===== src/hdl/pws_pkg.sv =====
package pws_pkg;

  localparam int VOICES_DEF  = 8;
  localparam int OCTAVES_DEF = 8;
  localparam int SEMIS       = 12;
  localparam int ADDR_W      = 4;
  localparam int DIV_BITS    = 16;
  localparam int VOL_SHIFT   = 6;
  localparam int BEND_SHIFT  = 3;

  localparam logic [2:0] BASE_OCT  = 3'd4;
  localparam logic [7:0] MID       = 8'd128;
  localparam logic [7:0] PULSE_AMP = 8'd127;
  localparam logic [7:0] TOP_MAX   = 8'd255;
  localparam logic [9:0] MIX_OFS   = 10'd128;

  typedef enum logic [1:0] {FN_TICK, FN_PRESS, FN_RELEASE, FN_TABLE} func_t;
  typedef enum logic [1:0] {WAVE_SAW, WAVE_PULSE, WAVE_SINE, WAVE_TRI} wave_t;
  typedef enum logic [1:0] {REG_WAVE, REG_MASTER, REG_VOLUME, REG_NONE} reg_t;
  typedef enum logic [2:0] {ST_IDLE, ST_RUN, ST_DRAIN, ST_SCALE, ST_FIN} state_t;

  typedef struct packed {
    logic       vld;
    logic       act;
    logic [2:0] oct;
  } vreq_t;

  typedef struct packed {
    logic       vld;
    logic       act;
    logic [7:0] top;
  } tap_t;

endpackage


===== src/hdl/pws_voice_bank.sv =====
module pws_voice_bank import pws_pkg::*; #(
  parameter int VOICES = VOICES_DEF
) (
  input  logic                                    clk,
  input  logic                                    rst_n,
  input  vreq_t                                   req,
  input  logic [((VOICES > 1) ? $clog2(VOICES) : 1)-1:0] rd_idx,
  input  logic [3:0]                              bend,
  input  logic                                    st_we,
  input  logic [((VOICES > 1) ? $clog2(VOICES) : 1)-1:0] st_idx,
  input  logic [31:0]                             st_data,
  output tap_t                                    tap,
  output logic                                    busy
);

  localparam int VW = (VOICES > 1) ? $clog2(VOICES) : 1;

  logic [31:0] phase_mem [VOICES];
  logic [31:0] step_mem  [VOICES];

  logic [VOICES-1:0] ph_ok_r;
  logic [31:0]       ph_q;
  logic [31:0]       st_q;
  logic              ph_ok_q;

  vreq_t             p1_r;
  logic [VW-1:0]     p1_idx_r;

  logic              p2_vld_r;
  logic              p2_act_r;
  logic [VW-1:0]     p2_idx_r;
  logic [31:0]       ph_r;
  logic [31:0]       inc_r;

  logic [31:0]       shifted;
  logic [31:0]       prod;
  logic [31:0]       inc_nxt;
  logic [31:0]       newph;
  logic              ph_we;

  always_comb begin
    if (p1_r.oct < BASE_OCT) begin
      shifted = st_q >> (BASE_OCT - p1_r.oct);
    end else begin
      shifted = st_q << (p1_r.oct - BASE_OCT);
    end
    prod    = 32'(shifted * 32'(bend));
    inc_nxt = prod >> BEND_SHIFT;
  end

  assign newph = ph_r + inc_r;
  assign ph_we = p2_vld_r && p2_act_r;

  always_ff @(posedge clk) begin
    if (req.vld) begin
      ph_q    <= phase_mem[rd_idx];
      st_q    <= step_mem[rd_idx];
      ph_ok_q <= ph_ok_r[rd_idx];
    end
    if (ph_we) begin
      phase_mem[p2_idx_r] <= newph;
    end
    if (st_we) begin
      step_mem[st_idx] <= st_data;
    end
  end

  always_ff @(posedge clk) begin
    if (!rst_n) begin
      ph_ok_r  <= '0;
      p1_r     <= '0;
      p2_vld_r <= 1'b0;
      p2_act_r <= 1'b0;
    end else begin
      if (ph_we) begin
        ph_ok_r[p2_idx_r] <= 1'b1;
      end
      p1_r     <= req;
      p2_vld_r <= p1_r.vld;
      p2_act_r <= p1_r.vld && p1_r.act;
    end
  end

  always_ff @(posedge clk) begin
    p1_idx_r <= rd_idx;
    p2_idx_r <= p1_idx_r;
    ph_r     <= ph_ok_q ? ph_q : '0;
    inc_r    <= inc_nxt;
  end

  assign tap.vld = p2_vld_r;
  assign tap.act = p2_act_r;
  assign tap.top = newph[31:24];
  assign busy    = p1_r.vld || p2_vld_r;

endmodule


===== src/hdl/pws_wave.sv =====
module pws_wave import pws_pkg::*; #(
  parameter int VOICES = VOICES_DEF
) (
  input  logic              clk,
  input  logic              rst_n,
  input  logic              clr,
  input  wave_t             wave,
  input  tap_t              tap,
  input  logic              tb_we,
  input  logic [7:0]        tb_idx,
  input  logic signed [7:0] tb_val,
  output logic signed [9:0] mix,
  output logic              busy
);

  localparam int         RECIP   = ((1 << DIV_BITS) + VOICES - 1) / VOICES;
  localparam logic [16:0] RECIP_W = 17'(RECIP);

  logic [7:0] sine_mem [256];
  logic [7:0] sine_q;

  logic       t3_vld_r;
  logic       t3_act_r;
  logic [7:0] t3_top_r;

  logic       t4_vld_r;
  logic       t4_act_r;
  logic [7:0] mag_r;
  logic       neg_r;

  logic       neg_nxt;
  logic [7:0] mag_nxt;
  logic [24:0] qprod;
  logic [7:0]  quot;
  logic signed [9:0] mix_r;

  always_ff @(posedge clk) begin
    if (tb_we) begin
      sine_mem[tb_idx] <= tb_val;
    end
    sine_q <= sine_mem[tap.top];
  end

  always_comb begin
    neg_nxt = 1'b0;
    mag_nxt = '0;
    case (wave)
      WAVE_SAW: begin
        neg_nxt = ~t3_top_r[7];
        mag_nxt = t3_top_r[7] ? {1'b0, t3_top_r[6:0]} : 8'(MID - t3_top_r);
      end
      WAVE_PULSE: begin
        neg_nxt = ~t3_top_r[7];
        mag_nxt = PULSE_AMP;
      end
      WAVE_SINE: begin
        neg_nxt = sine_q[7];
        mag_nxt = sine_q[7] ? 8'(~sine_q + 8'd1) : sine_q;
      end
      WAVE_TRI: begin
        neg_nxt = 1'b0;
        mag_nxt = t3_top_r[7] ? 8'(TOP_MAX - t3_top_r) : t3_top_r;
      end
      default: begin
        neg_nxt = 1'b0;
        mag_nxt = '0;
      end
    endcase
  end

  assign qprod = 25'(mag_r) * 25'(RECIP_W);
  assign quot  = qprod[DIV_BITS+7:DIV_BITS];

  always_ff @(posedge clk) begin
    if (!rst_n) begin
      t3_vld_r <= 1'b0;
      t3_act_r <= 1'b0;
      t4_vld_r <= 1'b0;
      t4_act_r <= 1'b0;
      mix_r    <= '0;
    end else begin
      t3_vld_r <= tap.vld;
      t3_act_r <= tap.act;
      t4_vld_r <= t3_vld_r;
      t4_act_r <= t3_vld_r && t3_act_r;
      if (clr) begin
        mix_r <= '0;
      end else if (t4_vld_r && t4_act_r) begin
        mix_r <= neg_r ? mix_r - signed'({2'b00, quot}) : mix_r + signed'({2'b00, quot});
      end
    end
  end

  always_ff @(posedge clk) begin
    t3_top_r <= tap.top;
    mag_r    <= mag_nxt;
    neg_r    <= neg_nxt;
  end

  assign mix  = mix_r;
  assign busy = t3_vld_r || t4_vld_r;

endmodule


===== src/hdl/polyphonic_wave_synth_top.sv =====
// Tick: with master enabled, the run, drain and scale states follow and the result is loaded into the output register.
// Press, release and sine table write: accepted back to back while idle.
// A tick holds the input off until its result is loaded: the voice walk reads one voice
// a cycle from the phase/step memories, then drains a four-stage pipeline.
// Reset (synchronous): all voices free, phases read as zero, registers to defaults;
// the sine table is not cleared.
module polyphonic_wave_synth_top import pws_pkg::*; #(
  parameter int VOICES  = VOICES_DEF,
  parameter int OCTAVES = OCTAVES_DEF
) (
  input  logic              clk,
  input  logic              rst_n,
  input  logic              psel,
  input  logic              penable,
  input  logic              pwrite,
  input  logic [ADDR_W-1:0] paddr,
  input  logic [31:0]       pwdata,
  output logic [31:0]       prdata,
  output logic              pready,
  input  logic              in_valid,
  output logic              in_ready,
  input  logic [1:0]        in_func,
  input  logic [3:0]        in_semitone,
  input  logic [2:0]        in_octave,
  input  logic [31:0]       in_step_size,
  input  logic [7:0]        in_table_index,
  input  logic signed [7:0] in_table_value,
  input  logic [3:0]        in_pitch_bend,
  input  logic [3:0]        in_volume_offset,
  output logic              out_valid,
  input  logic              out_ready,
  output logic [7:0]        out_sample
);

  localparam int VW = (VOICES > 1) ? $clog2(VOICES) : 1;

  wave_t             wave_r;
  logic              master_r;
  logic [4:0]        vol_base_r;
  logic              cfg_we;

  state_t            state_r;
  state_t            state_nxt;
  logic [VW-1:0]     cnt_r;
  logic [VW-1:0]     cnt_nxt;
  logic              last;

  logic [VOICES-1:0] busy_r;
  logic [VOICES-1:0] busy_nxt;
  logic [2:0]        oct_r  [VOICES];
  logic [3:0]        semi_r [VOICES];

  logic [VOICES-1:0] match;
  logic              held;
  logic              any_free;
  logic [VW-1:0]     free_idx;
  logic              key_ok;
  logic              in_acc;
  func_t             func;
  logic              press_do;
  logic              rel_do;
  logic              tick_go;
  logic              tb_we;

  logic [3:0]        bend_r;
  logic [3:0]        voff_r;
  vreq_t             req;
  tap_t              tap;
  logic              vb_busy;
  logic              wv_busy;
  logic              pipe_busy;
  logic signed [9:0] mix;
  logic              mix_clr;

  logic [9:0]        sum10;
  logic [5:0]        vol;
  logic [14:0]       scale_r;
  logic [8:0]        s9;
  logic              out_load;
  logic              out_valid_r;
  logic [7:0]        out_sample_r;

  // configuration
  assign pready = 1'b1;
  assign cfg_we = psel && penable && pwrite && pready;

  always_ff @(posedge clk) begin
    if (!rst_n) begin
      wave_r     <= WAVE_SAW;
      master_r   <= 1'b1;
      vol_base_r <= 5'd8;
    end else if (cfg_we) begin
      case (reg_t'(paddr[3:2]))
        REG_WAVE:   wave_r     <= wave_t'(pwdata[1:0]);
        REG_MASTER: master_r   <= pwdata[0];
        REG_VOLUME: vol_base_r <= pwdata[4:0];
        default:    ;
      endcase
    end
  end

  always_comb begin
    case (reg_t'(paddr[3:2]))
      REG_WAVE:   prdata = {30'd0, wave_r};
      REG_MASTER: prdata = {31'd0, master_r};
      REG_VOLUME: prdata = {27'd0, vol_base_r};
      default:    prdata = '0;
    endcase
  end

  // voice allocation
  assign func   = func_t'(in_func);
  assign in_acc = in_valid && in_ready;
  assign key_ok = (in_semitone < 4'(SEMIS)) && ({1'b0, in_octave} < 4'(OCTAVES));

  always_comb begin
    for (int v = 0; v < VOICES; v++) begin
      match[v] = busy_r[v] && (oct_r[v] == in_octave) && (semi_r[v] == in_semitone);
    end
  end

  always_comb begin
    free_idx = '0;
    for (int v = VOICES - 1; v >= 0; v--) begin
      if (!busy_r[v]) begin
        free_idx = VW'(v);
      end
    end
  end

  assign held     = |match;
  assign any_free = ~&busy_r;
  assign press_do = in_acc && (func == FN_PRESS) && key_ok && !held && any_free;
  assign rel_do   = in_acc && (func == FN_RELEASE) && key_ok && held;
  assign tick_go  = in_acc && (func == FN_TICK) && master_r;
  assign tb_we    = in_acc && (func == FN_TABLE);

  always_comb begin
    busy_nxt = busy_r;
    if (press_do) begin
      busy_nxt[free_idx] = 1'b1;
    end
    if (rel_do) begin
      busy_nxt = busy_r & ~match;
    end
  end

  always_ff @(posedge clk) begin
    if (!rst_n) begin
      busy_r <= '0;
    end else begin
      busy_r <= busy_nxt;
    end
  end

  always_ff @(posedge clk) begin
    if (press_do) begin
      oct_r[free_idx]  <= in_octave;
      semi_r[free_idx] <= in_semitone;
    end
  end

  // sequencer
  assign last      = (cnt_r == VW'(VOICES - 1));
  assign pipe_busy = vb_busy || wv_busy;

  always_comb begin
    state_nxt = state_r;
    case (state_r)
      ST_IDLE:  if (tick_go) state_nxt = ST_RUN;
      ST_RUN:   if (last) state_nxt = ST_DRAIN;
      ST_DRAIN: if (!pipe_busy) state_nxt = ST_SCALE;
      ST_SCALE: state_nxt = ST_FIN;
      ST_FIN:   if (!out_valid_r || out_ready) state_nxt = ST_IDLE;
      default:  state_nxt = ST_IDLE;
    endcase
  end

  always_comb begin
    in_ready = (state_r == ST_IDLE);
    req.vld  = (state_r == ST_RUN);
    req.act  = busy_r[cnt_r];
    req.oct  = oct_r[cnt_r];
    mix_clr  = tick_go;
    out_load = (state_r == ST_FIN) && (!out_valid_r || out_ready);
  end

  always_comb begin
    cnt_nxt = cnt_r;
    if (tick_go) begin
      cnt_nxt = '0;
    end else if (state_r == ST_RUN) begin
      cnt_nxt = cnt_r + 1'b1;
    end
  end

  always_ff @(posedge clk) begin
    if (!rst_n) begin
      state_r <= ST_IDLE;
      cnt_r   <= '0;
    end else begin
      state_r <= state_nxt;
      cnt_r   <= cnt_nxt;
    end
  end

  always_ff @(posedge clk) begin
    if (tick_go) begin
      bend_r <= in_pitch_bend;
      voff_r <= in_volume_offset;
    end
  end

  pws_voice_bank #(
    .VOICES (VOICES)
  ) u_voice_bank (
    .clk     (clk),
    .rst_n   (rst_n),
    .req     (req),
    .rd_idx  (cnt_r),
    .bend    (bend_r),
    .st_we   (press_do),
    .st_idx  (free_idx),
    .st_data (in_step_size),
    .tap     (tap),
    .busy    (vb_busy)
  );

  pws_wave #(
    .VOICES (VOICES)
  ) u_wave (
    .clk    (clk),
    .rst_n  (rst_n),
    .clr    (mix_clr),
    .wave   (wave_r),
    .tap    (tap),
    .tb_we  (tb_we),
    .tb_idx (in_table_index),
    .tb_val (in_table_value),
    .mix    (mix),
    .busy   (wv_busy)
  );

  // scale and clamp; mix never drops below -128
  assign sum10 = unsigned'(mix) + MIX_OFS;
  assign vol   = {1'b0, vol_base_r} + {2'b00, voff_r};
  assign s9    = scale_r[14:VOL_SHIFT];

  always_ff @(posedge clk) begin
    if (state_r == ST_SCALE) begin
      scale_r <= 15'(sum10[8:0] * vol);
    end
    if (out_load) begin
      out_sample_r <= s9[8] ? TOP_MAX : s9[7:0];
    end
  end

  always_ff @(posedge clk) begin
    if (!rst_n) begin
      out_valid_r <= 1'b0;
    end else if (out_load) begin
      out_valid_r <= 1'b1;
    end else if (out_ready) begin
      out_valid_r <= 1'b0;
    end
  end

  assign out_valid  = out_valid_r;
  assign out_sample = out_sample_r;

`ifndef SYNTHESIS
  a_press_takes_voice: assert property (@(posedge clk) disable iff (!rst_n)
    press_do |=> $countones(busy_r) == $past($countones(busy_r)) + 1)
    else $error("press did not take exactly one voice");

  a_release_frees_voice: assert property (@(posedge clk) disable iff (!rst_n)
    rel_do |=> $countones(busy_r) + 1 == $past($countones(busy_r)))
    else $error("release did not free exactly one voice");

  a_scale_after_drain: assert property (@(posedge clk) disable iff (!rst_n)
    (state_r == ST_SCALE) |-> !pipe_busy)
    else $error("scaling started with voices still in flight");

  a_result_from_fin: assert property (@(posedge clk) disable iff (!rst_n)
    $rose(out_valid_r) |-> $past(state_r == ST_FIN))
    else $error("result raised outside the final state");
`endif

endmodule

===== config.mk =====
export PLATFORM = sky130hd
export DESIGN_NAME = polyphonic_wave_synth_top
export DESIGN_NICKNAME = d
export VERILOG_FILES = /design/src/hdl/pws_pkg.sv /design/src/hdl/pws_voice_bank.sv /design/src/hdl/pws_wave.sv /design/src/hdl/polyphonic_wave_synth_top.sv
export SDC_FILE = /design/constraint.sdc
export NUM_CORES = 2
export LEC_CHECK = 0
export BUFFER_PORTS_ARGS = -buffer_cell sky130_fd_sc_hd__buf_2
export CORE_MARGIN = 2
export CORE_UTILIZATION = 57
export CTS_CLUSTER_DIAMETER = 80
export DETAILED_ROUTE_END_ITERATION = 16
export PLACE_DENSITY_LB_ADDON = 0.25
export SLEW_MARGIN = 20
export SYNTH_ARGS = -nofsm -noshare
export SYNTH_HDL_FRONTEND = slang
export SYNTH_HIERARCHICAL = 1
export SYNTH_SLANG_ARGS = --single-unit

===== constraint.sdc =====
create_clock -name clk -period 5.5 [get_ports clk]
set_clock_uncertainty 0.05 [all_clocks]
set_input_delay 1.65 -clock clk [delete_from_list [all_inputs] [get_ports clk]]
set_output_delay 1.65 -clock clk [all_outputs]
set_load 0.01 [all_outputs]

==> flow_summary.yaml <==
timing:
  timing.final.hold_violations: 0
  setup-tns-final_ps: 0
  maxClockFrequency_mhz: 186
  finalMaxSlewViolations: 0
  finalCritPeriodShare_pct: 97.5
  relSlewSlack_pct: 26.8
  final-setup-viol-count: 0
  fin_ws_ps: 135
  layout_min_cycle_time_ps: 5360
  whs_ps: 276
  worst_pin_slew_ps: 1100
yosys:
  synth_cells: 6385
  synth.avg_cell_area_um2: 18.5
  ys_warn_count: 6
  syn_area_um2: 118000
cts:
  htree_levels: 5
  tritoncts: "yes"
  holdBufCountCts: 0
  clk_pin_slew_ps: 60
  insertion_delay_ps: 910
  cts-root-buf: "clkbuf_16"
  cts.sinks: 2849
  cts_buffers: 302
  clk_path_buf_depth: 4
die:
  fp-row-count: 167
  floorplan.initialDensity_pct: 57.2
  fp.coreArea_um2: 207000
  ios: 151
  die_x_um: 460
  dieArea_um2: 211000
  dieHeight_um: 460
detailed_routing:
  routed_wirelength_um: 269000
  vias: 61800
  dr.pass1.iters: 6
  ant_nets: 0
  wl_per_cell_um: 27.5
  viasPerCell: 6.30
  drt-initial-drc-count: 6853
  drc: 0
finish:
  areaGrowthSynthToFinish_pct: 13.2
  fin_area_um2: 134000
  drive_above_1_share_pct: 25.9
  final_util_pct: 64.8
  nNetsFinal: 7169
  fin_cells: 9803
critical_path:
  cp.required_ps: 6250
  crit_path_max_incr_delay_ps: 950
  timing_worst_setup_path_type: "reg -> reg"
  slowest_stage: "or4b_2"
  cp_cell_sequence: "ha_1, a21oi_1, o2111ai_2, a41oi_2, o21ai_2, a21oi_1, o211a_1, nor4b_1, or3_2, buf_12, or4b_2, buf_4, o22ai_1, nor3_1, a31oi_1, nor4_2"
  critPathLaunchType: "flop"
  arrival_ps: 6120
  cp-end-kind: "flop"
  crit_fanout: 12
  crit_path_frequent_cell: "a21oi_1"
placed_design:
  gp_congestion: 0.865
  pre_cts_ws_ps: 12.6
  portBuffers: 93
  placed_cells: 9271
  dp_hpwl_um: 167000
  post_dp_cell_area_um2: 124000
power:
  seqPwrFrac_pct: 38.1
  clkPwrFrac_pct: 30.1
  netSwitchingFraction_pct: 30.3
  p_per_area_nw_per_um2: 483
  ir_drop_v: 0.000421
  p_sw_mw: 19.6
  p_leak_nw: 44.0
  p_int_mw: 45.1
  finalPower_mw: 64.7
  p_comb_share_pct: 31.8
grt:
  gr-total-overflow: 0
  grt_pass1_wl_um: 401000
  antenna_found_initial: 7
  grt_usage_pct: 25.5
  grt_pass1_vias: 62600
  grt_max_degree: 152
flow_run:
  drv_cap: 0
min_path:
  worstHoldPathType: "reg -> reg"
outcome:
  status: "completed"
## power by group through the flow
| stage | combinational (mW) | clock, mW | sequential, mW |
|---|---|---|---|
| after floorplan | 13.9 | 0 | 25.0 |
| after global placement | 20.2 | 0 | 25.1 |
| after detailed placement | 20.4 | 0 | 25.1 |
| after CTS | 20.5 | 19.8 | 24.7 |
| after global routing | 21.8 | 20.6 | 24.7 |
| final | 20.6 | 19.5 | 24.7 |
## cell usage in the layout (no fill, tap or decap), drive strengths merged, types with 122 or more instances in the layout
master	instances
and2	164
buf	521
clkbuf	392
dfxtp	143
edfxtp	2706
inv	206
mux2i	122
mux4	653
nand2	209
nor2	389
o22ai	137
## final cells by class
class / instances / area, µm²
Tap cell: 2704 / 3380
Fill cell: 13700 / 72800
Clock inverter: 140 / 1310
Multi-Input combinational cell: 2996 / 31800
Antenna cell: 4 / 10.0
Clock buffer: 383 / 8110
Inverter: 197 / 739
Timing Repair Buffer: 530 / 4490
Sequential cell: 2849 / 84100
## per-layer routing
layer  share of wire (%)  vias up  wire length (µm)  global-route usage [%]
li1                    -    26400                 -                       -
met1                  40    32200            109000                    36.2
met2                  49     2587            131000                    41.1
met3                 7.4      513             19800                    4.11
met4                 3.4        0              9050                    8.49
met5                   0        -                 0                       0
## registers in the layout, indices dropped and copies added (netlist names), 9 cells and up, named ones only
name,count
oct_r,24
scale_r,9
semi_r,32
u_voice_bank/inc_r,29
u_voice_bank/ph_q,32
u_voice_bank/ph_r,32
u_voice_bank/phase_mem,256
u_voice_bank/st_q,32
u_voice_bank/step_mem,256
u_wave/mix,9
u_wave/sine_mem,2048
## worst max-delay path: cells and delay by family, from the launching register on
| kind | cells | cell delay [ps] |
|---|---|---|
| DFF | 1 | 310 |
| AOI/OAI and AO/OA | 8 | 2280 |
| buffers and inverters | 2 | 460 |
| adders and majority gates | 1 | 290 |
| and+or+nand+nor | 5 | 1820 |
## final timing paths
path                                                from                       end  slack, ps  cells after the start
worst min register to register  u_voice_bank/p1_idx_r[0]  u_voice_bank/p2_idx_r[0]        280                      0
worst min-delay path            u_voice_bank/p1_idx_r[0]  u_voice_bank/p2_idx_r[0]        280                      0
worst max register to register      u_voice_bank/ph_r[1]          u_wave/sine_q[2]        140                     16
worst max-delay path                u_voice_bank/ph_r[1]          u_wave/sine_q[2]        140                     16
## repair_timing
action,in CTS,in global routing
buffers inserted,0,1
gates resized for setup,0,27
endpoints found under the setup margin,0,13
(Power assumes the default switching activity.)
